[src/design/pfi_pkg.sv]
`timescale 1ns / 1ps

package pfi_pkg;

  localparam int unsigned MAX_WIDTH_DEF = 64;
  localparam int unsigned ARG_BITS_DEF  = 32;
  // 32-bit octal needs 11 digits; keep one spare slot
  localparam int unsigned DIGIT_SLOTS   = 12;

  // floor(v / 10) == (v * RECIP_10) >> 35 for every 32-bit v
  localparam logic [31:0] RECIP_10 = 32'hCCCC_CCCD;
  localparam int unsigned RECIP_SHIFT = 35;

  localparam logic [7:0] CH_PERCENT = 8'h25;
  localparam logic [7:0] CH_MINUS   = 8'h2D;
  localparam logic [7:0] CH_ZERO    = 8'h30;
  localparam logic [7:0] CH_NINE    = 8'h39;
  localparam logic [7:0] CH_SPACE   = 8'h20;
  localparam logic [7:0] CH_UPPER_A = 8'h41;
  localparam logic [7:0] CH_LOWER_A = 8'h61;

  localparam logic [7:0] CH_MOD_F = 8'h46;
  localparam logic [7:0] CH_MOD_N = 8'h4E;
  localparam logic [7:0] CH_MOD_L = 8'h6C;
  localparam logic [7:0] CH_MOD_H = 8'h68;

  localparam logic [7:0] CH_CONV_D  = 8'h64;
  localparam logic [7:0] CH_CONV_I  = 8'h69;
  localparam logic [7:0] CH_CONV_U  = 8'h75;
  localparam logic [7:0] CH_CONV_O  = 8'h6F;
  localparam logic [7:0] CH_CONV_X  = 8'h78;
  localparam logic [7:0] CH_CONV_UX = 8'h58;
  localparam logic [7:0] CH_CONV_P  = 8'h70;
  localparam logic [7:0] CH_CONV_N  = 8'h6E;
  localparam logic [7:0] CH_CONV_C  = 8'h63;

  typedef enum logic [1:0] {
    RADIX_8,
    RADIX_10,
    RADIX_16
  } radix_e;

  typedef struct packed {
    logic        start;
    radix_e      radix;
    logic [31:0] value;
  } div_req_t;

  typedef struct packed {
    logic        done;
    logic [31:0] quot;
    logic [3:0]  digit;
  } div_rsp_t;

endpackage

[src/design/pfi_divider.sv]
`timescale 1ns / 1ps

module pfi_divider (
  input  logic              clk_i,
  input  logic              rst_ni,
  input  pfi_pkg::div_req_t req_i,
  output pfi_pkg::div_rsp_t rsp_o
);

  logic [63:0]     prod;
  logic [31:0]     quot1;
  logic [31:0]     back;
  logic [31:0]     diff;

  logic            vld1_q;
  logic [31:0]     val1_q;
  logic [31:0]     quot1_q;
  pfi_pkg::radix_e radix1_q;

  logic            done_q;
  logic [31:0]     quot_q;
  logic [3:0]      digit_q;

  // Stage 1: quotient by shift or reciprocal multiply
  always_comb begin
    prod = {32'd0, req_i.value} * {32'd0, pfi_pkg::RECIP_10};
    case (req_i.radix)
      pfi_pkg::RADIX_8:  quot1 = req_i.value >> 3;
      pfi_pkg::RADIX_16: quot1 = req_i.value >> 4;
      default:           quot1 = 32'(prod[63:pfi_pkg::RECIP_SHIFT]);
    endcase
  end

  // Stage 2: remainder from quotient times radix
  always_comb begin
    case (radix1_q)
      pfi_pkg::RADIX_8:  back = quot1_q << 3;
      pfi_pkg::RADIX_16: back = quot1_q << 4;
      default:           back = (quot1_q << 3) + (quot1_q << 1);
    endcase
    diff = val1_q - back;
  end

  always_ff @(posedge clk_i or negedge rst_ni) begin
    if (!rst_ni) begin
      vld1_q <= 1'b0;
      done_q <= 1'b0;
    end else begin
      vld1_q <= req_i.start;
      done_q <= vld1_q;
    end
  end

  always_ff @(posedge clk_i) begin
    if (req_i.start) begin
      val1_q   <= req_i.value;
      quot1_q  <= quot1;
      radix1_q <= req_i.radix;
    end
    if (vld1_q) begin
      quot_q  <= quot1_q;
      digit_q <= diff[3:0];
    end
  end

  assign rsp_o.done  = done_q;
  assign rsp_o.quot  = quot_q;
  assign rsp_o.digit = digit_q;

endmodule

[src/design/printf_integer_formatter.sv]
`timescale 1ns / 1ps

// Integer printf formatter. Each input item is one format-string byte (tdata[7:0]) plus one
// 32-bit argument word (tdata[39:8]); each output item is one character with tlast marking
// the final character caused by that input item. Plain bytes and "%%" are loaded straight
// into the output register; flag, width and modifier bytes are consumed silently. A numeric
// conversion runs the value through one two-stage radix divider, one digit per pass (up to
// eleven digits), then emits sign, padding and digits at one character per cycle while the
// output is not stalled, through a single output register. A conversion keeps the input
// closed through its divider passes, one planning step, its characters and a step-over for
// each empty sign or padding phase. The input is not ready while a conversion is in
// progress or while the output register is stalled.
// Width saturates at MAX_WIDTH, which also bounds the characters of one item.
module printf_integer_formatter #(
  parameter int unsigned MAX_WIDTH = pfi_pkg::MAX_WIDTH_DEF,
  parameter int unsigned ARG_BITS  = pfi_pkg::ARG_BITS_DEF
) (
  input  logic        clk_i,
  input  logic        rst_ni,
  input  logic        s_axis_tvalid_i,
  output logic        s_axis_tready_o,
  input  logic [39:0] s_axis_tdata_i,   // [7:0] format_char, [39:8] arg_value
  output logic        m_axis_tvalid_o,
  input  logic        m_axis_tready_i,
  output logic [7:0]  m_axis_tdata_o,   // [7:0] out_char
  output logic        m_axis_tlast_o    // last_of_run
);

  localparam int unsigned CntW = $clog2(MAX_WIDTH + 1);
  localparam int unsigned AccW = CntW + 4;
  localparam logic [31:0] ArgMask = 32'((64'd1 << ARG_BITS) - 64'd1);

  typedef enum logic [1:0] {
    PH_WAIT,
    PH_FLAGS,
    PH_WIDTH,
    PH_MODS
  } phase_e;

  typedef enum logic [3:0] {
    S_IDLE,
    S_DIV,
    S_WAIT,
    S_PLAN,
    S_SIGN_A,
    S_PAD_L,
    S_SIGN_B,
    S_BODY,
    S_PAD_R
  } state_e;

  function automatic logic [7:0] digit_char(input logic [3:0] d, input logic upper);
    logic [7:0] base;
    base = upper ? pfi_pkg::CH_UPPER_A : pfi_pkg::CH_LOWER_A;
    if (d < 4'd10) begin
      return pfi_pkg::CH_ZERO + 8'(d);
    end
    return base + 8'(d) - 8'd10;
  endfunction

  // Control state
  state_e          state_q, state_d;
  phase_e          phase_q, phase_d;
  logic            lj_q, lj_d;
  logic            zp_q, zp_d;
  logic            sh_q, sh_d;
  logic            lg_q, lg_d;
  logic [CntW-1:0] fw_q, fw_d;
  logic            neg_q, neg_d;
  pfi_pkg::radix_e radix_q, radix_d;
  logic            upper_q, upper_d;
  logic            is_char_q, is_char_d;
  logic [3:0]      nd_q, nd_d;
  logic [CntW-1:0] padl_q, padl_d;
  logic [CntW-1:0] padr_q, padr_d;
  logic [3:0]      body_q, body_d;
  logic [CntW-1:0] left_q, left_d;
  logic            sign_a_q, sign_a_d;
  logic            sign_b_q, sign_b_d;
  logic            pad_zero_q, pad_zero_d;
  logic            oval_q, oval_d;
  logic [7:0]      ochar_q, ochar_d;
  logic            olast_q, olast_d;

  // Payload
  logic [31:0]     val_q, val_d;
  logic            val_load;
  logic [7:0]      char_q;
  logic            char_load;
  logic [3:0]      digits_q [pfi_pkg::DIGIT_SLOTS];
  logic            dig_we;

  pfi_pkg::div_req_t div_req;
  pfi_pkg::div_rsp_t div_rsp;

  logic [7:0]      fc;
  logic [31:0]     arg;
  logic            accept;
  logic            slot_free;
  logic            is_digit;
  logic            is_mod;
  logic            is_num;
  logic            is_signed;
  logic [AccW-1:0] width_acc;
  logic [CntW-1:0] width_sat;
  logic [31:0]     mask;
  logic            sign_bit;
  logic [31:0]     v_abs;
  logic            v_neg;
  logic            emit;
  logic [7:0]      emit_char;
  logic [CntW-1:0] actual;
  logic [CntW-1:0] pad_n;
  logic            pad_gt;
  logic [3:0]      body_n;
  logic [CntW-1:0] total;
  logic [3:0]      nd_inc;

  assign fc        = s_axis_tdata_i[7:0];
  assign arg       = s_axis_tdata_i[39:8];
  assign slot_free = !oval_q || m_axis_tready_i;
  assign s_axis_tready_o = (state_q == S_IDLE) && slot_free;
  assign accept    = s_axis_tvalid_i && s_axis_tready_o;

  // Byte classes
  assign is_digit = (fc >= pfi_pkg::CH_ZERO) && (fc <= pfi_pkg::CH_NINE);
  assign is_mod   = (fc == pfi_pkg::CH_MOD_F) || (fc == pfi_pkg::CH_MOD_N) ||
                    (fc == pfi_pkg::CH_MOD_L) || (fc == pfi_pkg::CH_MOD_H);
  assign is_signed = (fc == pfi_pkg::CH_CONV_D) || (fc == pfi_pkg::CH_CONV_I);
  assign is_num   = is_signed || (fc == pfi_pkg::CH_CONV_U) || (fc == pfi_pkg::CH_CONV_O) ||
                    (fc == pfi_pkg::CH_CONV_X) || (fc == pfi_pkg::CH_CONV_UX) ||
                    (fc == pfi_pkg::CH_CONV_P) || (fc == pfi_pkg::CH_CONV_N);

  // Width accumulate: 10 * width + digit, saturated
  assign width_acc = (AccW'(fw_q) << 3) + (AccW'(fw_q) << 1) +
                     AccW'(fc[3:0]);
  assign width_sat = (width_acc > AccW'(MAX_WIDTH)) ? CntW'(MAX_WIDTH) : width_acc[CntW-1:0];

  // Argument size and magnitude; l wins over h
  always_comb begin
    if (lg_q) begin
      mask     = '1;
      sign_bit = arg[31];
    end else if (sh_q) begin
      mask     = 32'h0000_FFFF;
      sign_bit = arg[15];
    end else begin
      mask     = ArgMask;
      sign_bit = arg[ARG_BITS-1];
    end
    v_neg = is_signed && sign_bit;
    v_abs = v_neg ? ((~(arg & mask) + 32'd1) & mask) : (arg & mask);
  end

  // Emission plan
  always_comb begin
    actual = is_char_q ? CntW'(1) : (CntW'(nd_q) + CntW'(neg_q));
    pad_gt = fw_q > actual;
    pad_n  = fw_q - actual;
    body_n = is_char_q ? {3'd0, (char_q != 8'd0)} : nd_q;
    total  = (pad_gt ? pad_n : '0) + CntW'(body_n) + CntW'(neg_q);
  end

  assign nd_inc = nd_q + 4'd1;

  always_comb begin
    state_d    = state_q;
    phase_d    = phase_q;
    lj_d       = lj_q;
    zp_d       = zp_q;
    sh_d       = sh_q;
    lg_d       = lg_q;
    fw_d       = fw_q;
    neg_d      = neg_q;
    radix_d    = radix_q;
    upper_d    = upper_q;
    is_char_d  = is_char_q;
    nd_d       = nd_q;
    padl_d     = padl_q;
    padr_d     = padr_q;
    body_d     = body_q;
    left_d     = left_q;
    sign_a_d   = sign_a_q;
    sign_b_d   = sign_b_q;
    pad_zero_d = pad_zero_q;
    val_d      = val_q;
    val_load   = 1'b0;
    char_load  = 1'b0;
    dig_we     = 1'b0;
    emit       = 1'b0;
    emit_char  = fc;
    div_req.start = 1'b0;
    div_req.radix = radix_q;
    div_req.value = val_q;

    case (state_q)
      S_IDLE: begin
        if (accept) begin
          if (fc == 8'd0) begin
            // end of string: drop any partial spec
            phase_d = PH_WAIT;
            lj_d = 1'b0; zp_d = 1'b0; sh_d = 1'b0; lg_d = 1'b0; fw_d = '0;
          end else if (phase_q == PH_WAIT) begin
            if (fc == pfi_pkg::CH_PERCENT) begin
              phase_d = PH_FLAGS;
            end else begin
              emit = 1'b1;
            end
          end else if (phase_q == PH_FLAGS && fc == pfi_pkg::CH_PERCENT) begin
            emit = 1'b1;
            phase_d = PH_WAIT;
            lj_d = 1'b0; zp_d = 1'b0; sh_d = 1'b0; lg_d = 1'b0; fw_d = '0;
          end else if (phase_q == PH_FLAGS && fc == pfi_pkg::CH_MINUS) begin
            if (lj_q) begin
              // repeated minus aborts the spec
              phase_d = PH_WAIT;
              lj_d = 1'b0; zp_d = 1'b0; sh_d = 1'b0; lg_d = 1'b0; fw_d = '0;
            end else begin
              lj_d = 1'b1;
            end
          end else if (phase_q == PH_FLAGS && fc == pfi_pkg::CH_ZERO) begin
            zp_d    = 1'b1;
            phase_d = PH_WIDTH;
          end else if (phase_q != PH_MODS && is_digit) begin
            fw_d    = width_sat;
            phase_d = PH_WIDTH;
          end else if (is_mod) begin
            if (fc == pfi_pkg::CH_MOD_L) begin
              lg_d = 1'b1;
            end
            if (fc == pfi_pkg::CH_MOD_H) begin
              sh_d = 1'b1;
            end
            phase_d = PH_MODS;
          end else if (fc == pfi_pkg::CH_CONV_C) begin
            is_char_d = 1'b1;
            neg_d     = 1'b0;
            char_load = 1'b1;
            state_d   = S_PLAN;
          end else if (is_num) begin
            is_char_d = 1'b0;
            neg_d     = v_neg;
            upper_d   = (fc == pfi_pkg::CH_CONV_UX);
            if (fc == pfi_pkg::CH_CONV_O) begin
              radix_d = pfi_pkg::RADIX_8;
            end else if (is_signed || fc == pfi_pkg::CH_CONV_U) begin
              radix_d = pfi_pkg::RADIX_10;
            end else begin
              radix_d = pfi_pkg::RADIX_16;
            end
            val_d    = v_abs;
            val_load = 1'b1;
            nd_d     = 4'd0;
            state_d  = S_DIV;
          end else begin
            // unknown conversion: reset the parser silently
            phase_d = PH_WAIT;
            lj_d = 1'b0; zp_d = 1'b0; sh_d = 1'b0; lg_d = 1'b0; fw_d = '0;
          end
        end
      end

      S_DIV: begin
        div_req.start = 1'b1;
        state_d       = S_WAIT;
      end

      S_WAIT: begin
        if (div_rsp.done) begin
          dig_we   = 1'b1;
          val_d    = div_rsp.quot;
          val_load = 1'b1;
          nd_d     = nd_inc;
          if (div_rsp.quot == 32'd0 || nd_inc == 4'(pfi_pkg::DIGIT_SLOTS)) begin
            state_d = S_PLAN;
          end else begin
            state_d = S_DIV;
          end
        end
      end

      S_PLAN: begin
        sign_a_d   = neg_q && zp_q;
        sign_b_d   = neg_q && !zp_q;
        pad_zero_d = zp_q && !is_char_q;
        padl_d     = (pad_gt && !lj_q) ? pad_n : '0;
        padr_d     = (pad_gt && lj_q) ? pad_n : '0;
        body_d     = body_n;
        left_d     = total;
        state_d    = (total == '0) ? S_IDLE : S_SIGN_A;
        phase_d    = PH_WAIT;
        lj_d = 1'b0; zp_d = 1'b0; sh_d = 1'b0; lg_d = 1'b0; fw_d = '0;
      end

      S_SIGN_A: begin
        if (!sign_a_q) begin
          state_d = S_PAD_L;
        end else if (slot_free) begin
          emit      = 1'b1;
          emit_char = pfi_pkg::CH_MINUS;
          state_d   = S_PAD_L;
        end
      end

      S_PAD_L: begin
        if (padl_q == '0) begin
          state_d = S_SIGN_B;
        end else if (slot_free) begin
          emit      = 1'b1;
          emit_char = pad_zero_q ? pfi_pkg::CH_ZERO : pfi_pkg::CH_SPACE;
          padl_d    = padl_q - CntW'(1);
        end
      end

      S_SIGN_B: begin
        if (!sign_b_q) begin
          state_d = S_BODY;
        end else if (slot_free) begin
          emit      = 1'b1;
          emit_char = pfi_pkg::CH_MINUS;
          state_d   = S_BODY;
        end
      end

      S_BODY: begin
        if (body_q == 4'd0) begin
          state_d = S_PAD_R;
        end else if (slot_free) begin
          emit      = 1'b1;
          emit_char = is_char_q ? char_q : digit_char(digits_q[body_q - 4'd1], upper_q);
          body_d    = body_q - 4'd1;
        end
      end

      S_PAD_R: begin
        if (padr_q == '0) begin
          state_d = S_IDLE;
        end else if (slot_free) begin
          emit      = 1'b1;
          emit_char = pfi_pkg::CH_SPACE;
          padr_d    = padr_q - CntW'(1);
        end
      end

      default: begin
        state_d = S_IDLE;
      end
    endcase

    // Count down the run; leave as soon as its last character is out
    if (emit && state_q != S_IDLE) begin
      left_d = left_q - CntW'(1);
      if (left_q == CntW'(1)) begin
        state_d = S_IDLE;
      end
    end

    // Output register: load on emit, drop once taken
    oval_d  = oval_q && !m_axis_tready_i;
    ochar_d = ochar_q;
    olast_d = olast_q;
    if (emit) begin
      oval_d  = 1'b1;
      ochar_d = emit_char;
      olast_d = (state_q == S_IDLE) || (left_q == CntW'(1));
    end
  end

  always_ff @(posedge clk_i or negedge rst_ni) begin
    if (!rst_ni) begin
      state_q    <= S_IDLE;
      phase_q    <= PH_WAIT;
      lj_q       <= 1'b0;
      zp_q       <= 1'b0;
      sh_q       <= 1'b0;
      lg_q       <= 1'b0;
      fw_q       <= '0;
      neg_q      <= 1'b0;
      radix_q    <= pfi_pkg::RADIX_10;
      upper_q    <= 1'b0;
      is_char_q  <= 1'b0;
      nd_q       <= 4'd0;
      padl_q     <= '0;
      padr_q     <= '0;
      body_q     <= 4'd0;
      left_q     <= '0;
      sign_a_q   <= 1'b0;
      sign_b_q   <= 1'b0;
      pad_zero_q <= 1'b0;
      oval_q     <= 1'b0;
      ochar_q    <= 8'd0;
      olast_q    <= 1'b0;
    end else begin
      state_q    <= state_d;
      phase_q    <= phase_d;
      lj_q       <= lj_d;
      zp_q       <= zp_d;
      sh_q       <= sh_d;
      lg_q       <= lg_d;
      fw_q       <= fw_d;
      neg_q      <= neg_d;
      radix_q    <= radix_d;
      upper_q    <= upper_d;
      is_char_q  <= is_char_d;
      nd_q       <= nd_d;
      padl_q     <= padl_d;
      padr_q     <= padr_d;
      body_q     <= body_d;
      left_q     <= left_d;
      sign_a_q   <= sign_a_d;
      sign_b_q   <= sign_b_d;
      pad_zero_q <= pad_zero_d;
      oval_q     <= oval_d;
      ochar_q    <= ochar_d;
      olast_q    <= olast_d;
    end
  end

  // Value, character and digit store
  always_ff @(posedge clk_i) begin
    if (val_load) begin
      val_q <= val_d;
    end
    if (char_load) begin
      char_q <= arg[7:0];
    end
    if (dig_we) begin
      digits_q[nd_q] <= div_rsp.digit;
    end
  end

  pfi_divider u_divider (
    .clk_i  (clk_i),
    .rst_ni (rst_ni),
    .req_i  (div_req),
    .rsp_o  (div_rsp)
  );

  assign m_axis_tvalid_o = oval_q;
  assign m_axis_tdata_o  = ochar_q;
  assign m_axis_tlast_o  = olast_q;

endmodule

[config.mk]
export PLATFORM = sky130hd
export DESIGN_NAME = printf_integer_formatter
export DESIGN_NICKNAME = d
export VERILOG_FILES = /design/src/design/pfi_pkg.sv /design/src/design/pfi_divider.sv /design/src/design/printf_integer_formatter.sv
export SDC_FILE = /design/constraint.sdc
export NUM_CORES = 2
export LEC_CHECK = 0
export BUFFER_PORTS_ARGS = -buffer_cell sky130_fd_sc_hd__buf_2
export CAP_MARGIN = 30
export CORE_MARGIN = 5
export CORE_UTILIZATION = 65
export CTS_CLUSTER_DIAMETER = 60
export CTS_CLUSTER_SIZE = 24
export DETAILED_ROUTE_END_ITERATION = 16
export PLACE_DENSITY = 0.82
export SLEW_MARGIN = 20
export SYNTH_ARGS = -nofsm -noshare
export SYNTH_HDL_FRONTEND = slang
export SYNTH_SLANG_ARGS = --single-unit
[constraint.sdc]
create_clock -name clk_i -period 16.1 [get_ports clk_i]
set_input_delay 1.61 -clock clk_i [delete_from_list [all_inputs] [get_ports clk_i]]
set_output_delay 1.61 -clock clk_i [all_outputs]
set_load 0.02 [all_outputs]
==> results.yml <==
run_status:
  result_of_the_run: "completed"
global_routing:
  grt_pass1_vias: 23130
  global_route_total_overflow: 0
  grt.total_usage_pct: 36.6
  grt_start_max_net_pins: 67
  first_pass_grt_wire_length_mm: 138
  grt_antenna_before_repair: 0
logic_synthesis:
  post_synth.cell_area_avg_sq_um: 10.1
  synth_enable_flop_cells: 156
  yosys_warnings: 0
  synth_top_family_by_area: "adder cells"
  synth-compound-area-share_pct: 10.2
  yosys.area_share.xor_xnor_pct: 3.92
  synthCells: 2913
  synth-simple-area-share_pct: 9.67
  synth_cell_types: 87
  synth.ff_latch_count: 222
  postSynth.topFlopCell: "sky130_fd_sc_hd__edfxtp_1"
  netlist_area_sq_um: 29300
  yosysSeqAreaShare_pct: 21.6
  muxShareOfSynthArea_pct: 2.40
  adder_and_majority_cell_fraction_of_the_synthesized_area_pct: 42.9
  synth_fp_nets: 3727
  asyncSetResetFlopFracSynth_pct: 29.7
sta:
  final-max-slew-violation-count: 0
  relSlewSlack_pct: 37.0
  tightest_slew_ns: 0.942
  max_frequency_ghz: 0.113
  grt_setup_unrepaired: "no"
  setup_tns_ns: 0
  finClkSkew_ns: 0.0426
  final.setup.worst_slack_ns: 7.28
  finalSetupViolations: 0
  timing.final.crit_period_ns: 8.82
  hold_viol: 0
  timing.final.crit_share_pct: 54.8
clock_network:
  cts.reportedPaths.clkPinSlew_ns: 0.09
  cts.repair_timing.setup_buffer_count: 0
  cts.repair.resized: 0
  cts_buffers: 19
  holdBufCountCts: 0
  clkSinkCount: 222
  clk-insertion-delay-late_ns: 0.54
  clk_path_buf_depth: 3
  ctsRootBufferMaster: "sky130_fd_sc_hd__clkbuf_16"
  tritoncts: "built"
  cts_htree_levels: 1
placement:
  numPortBuffers: 54
  place_ws_ns: 7.45
  place_inst: 3493
  place.gp.congestion: 1.06
  place.detailed.hpwl_mm: 77.2
die:
  ioPinCount: 55
  start_util_pct: 66.0
  core_region_area_sq_um: 44400
  die_width_um: 222
  die_y_um: 222
  design.die.area_sq_um: 49400
  rows: 77
cells_and_area:
  layout_common_cells: "618 x sky130_fd_sc_hd__inv_1, 392 x sky130_fd_sc_hd__fa_1, 378 x sky130_fd_sc_hd__ha_1"
  final_layout_size_suffix_gt1_share_pct: 5.79
  final_cells: 3527
  layout.cells.most_common: "sky130_fd_sc_hd__inv_1"
  finalNetCount: 3736
  area_growth_from_synthesis_to_final_layout_pct: 4.87
  diodes: 0
critical_path:
  setup.worst_path.start_class: "flop"
  crit_path_required_time_ns: 16.32
  critPathMostFrequentCell: "sky130_fd_sc_hd__fa_1"
  timing.setup.critical_path_class: "flop to flop"
  max_stage_delay_ns: 0.65
  worstSetupPathDepth: 24
  setup.worst_path.end_class: "flop"
  slowest_stage: "sky130_fd_sc_hd__edfxtp_1"
  reg2regPathDepth: 24
  path_delay_family: "adder cells"
  timing.critical_path.arrival_ns: 9.04
  crit_buf_inv: 6
  cell_chain_of_the_critical_path: "ha_1 > inv_1 > fa_1 > inv_1 > fa_1 > inv_1 > fa_1 > inv_1 > fa_1 > fa_1 > fa_1 > inv_1 > fa_1 > inv_1 > ha_1 > and3_2 > nand4_1 > a2111o_1 > a41oi_1 > o21ai_1 > o31ai_1 > nor4_1 > a41oi_1 > o311ai_1"
  crit_fanout: 7
routing:
  vias: 21937
  detail_route.drc_violations: 0
  dr.first_iter.drc_count: 2280
  via_per_inst: 6.22
  drt_pre_antenna_iters: 5
  post_drt_wl_per_cell_um: 25.5
  route.final.wire_length_mm: 89.9
  ant_nets: 0
worst_hold_path:
  hp-class: "flop to flop"
  timing.hold.worst_path_depth: 0
job:
  number_of_maximum_capacitance_constraint_violations: 0
[synth_stat cells, types with 15 or more instances]
cell | n | share of area, %
sky130_fd_sc_hd__ha_1 | 378 | 16
sky130_fd_sc_hd__a31oi_1 | 17 | 0.36
sky130_fd_sc_hd__a21oi_1 | 130 | 2.2
sky130_fd_sc_hd__o31ai_1 | 15 | 0.38
sky130_fd_sc_hd__a21o_1 | 50 | 1.3
sky130_fd_sc_hd__dfrtp_1 | 65 | 5.6
sky130_fd_sc_hd__xor2_1 | 78 | 2.3
sky130_fd_sc_hd__o21ai_0 | 154 | 2.6
sky130_fd_sc_hd__nor2_1 | 122 | 1.6
sky130_fd_sc_hd__mux2i_1 | 24 | 0.82
sky130_fd_sc_hd__nand3_1 | 31 | 0.53
sky130_fd_sc_hd__xnor2_1 | 53 | 1.6
sky130_fd_sc_hd__nand2_1 | 160 | 2.0
sky130_fd_sc_hd__fa_1 | 392 | 27
sky130_fd_sc_hd__inv_1 | 618 | 7.9
sky130_fd_sc_hd__nand2b_1 | 21 | 0.45
sky130_fd_sc_hd__and2_1 | 30 | 0.64
sky130_fd_sc_hd__clkbuf_1 | 58 | 0.74
sky130_fd_sc_hd__nor4_1 | 19 | 0.41
sky130_fd_sc_hd__nor2b_1 | 27 | 0.58
sky130_fd_sc_hd__edfxtp_1 | 156 | 16
sky130_fd_sc_hd__nand4_1 | 32 | 0.68
sky130_fd_sc_hd__nor3_1 | 38 | 0.65
sky130_fd_sc_hd__mux2_2 | 17 | 0.65
[per-stage QoR]
step                util (%)  instance area, sq um  hold WS (ns)
floorplan                  -                 29300         0.400
global placement        67.6                 30000         0.401
detailed placement      67.6                 30000         0.405
CTS                     69.2                 30700         0.420
global route            69.2                 30700         0.423
finish                  69.2                 30700         0.414
[path summary, 6_finish.rpt]
kind	from	endpoint	slack (ns)
worst min-delay path	u_divider.quot1_q[3]$_DFFE_PP_	u_divider.quot_q[3]$_DFFE_PP_	0.41
min in group asynchronous	rst_ni	m_axis_tlast_o$_DFFE_PN0P_	1.27
worst min register to register	u_divider.quot1_q[3]$_DFFE_PP_	u_divider.quot_q[3]$_DFFE_PP_	0.41
worst max-delay path	val_q[21]$_DFFE_PP_	u_divider.quot1_q[28]$_DFFE_PP_	7.28
max in group asynchronous	rst_ni	padl_q[3]$_DFFE_PN0P_	14.26
worst max register to register	val_q[21]$_DFFE_PP_	u_divider.quot1_q[28]$_DFFE_PP_	7.28
[cell families after synthesis]
logic type | Yosys count
fa+ha+maj | 770
compound gates | 485
mux | 53
simple gates | 555
flops | 222
buf+inv | 697
xor+xnor | 131
[metal layers]
layer  GRT usage, %  part of all wire (%)  wire (um)  vias to the layer above
met2           59.7                    47      42200                     1126
li1               -                     -          -                     9651
met4           14.7                   5.4       4850                        0
met5              0                     0          0                        -
met3           7.48                   9.0       8080                      254
met1           48.5                    39      34700                    10906
[layout make-up]
class	instances	area (sq um)
fill	3392	13700
tap	592	741
clock buffer	19	475
timing repair buffer	67	363
inverter	618	2320
clock inverter	15	215
sequential	222	6340
multi-input combinational	1994	20300
[sequential cells by signal (all words and copies together) (netlist names), 7 cells and up]
| name | flops |
|---|---|
| padr_q | 7 |
| u_divider.quot_q | 29 |
| left_q | 7 |
| m_axis_tdata_o | 8 |
| digits_q | 48 |
| char_q | 8 |
| u_divider.quot1_q | 29 |
| val_q | 32 |
| fw_q | 7 |
| padl_q | 7 |
Power is left out: the tool's default activity adds up to more than one toggle a clock period on the data nets, which glitch-free logic cannot reach.
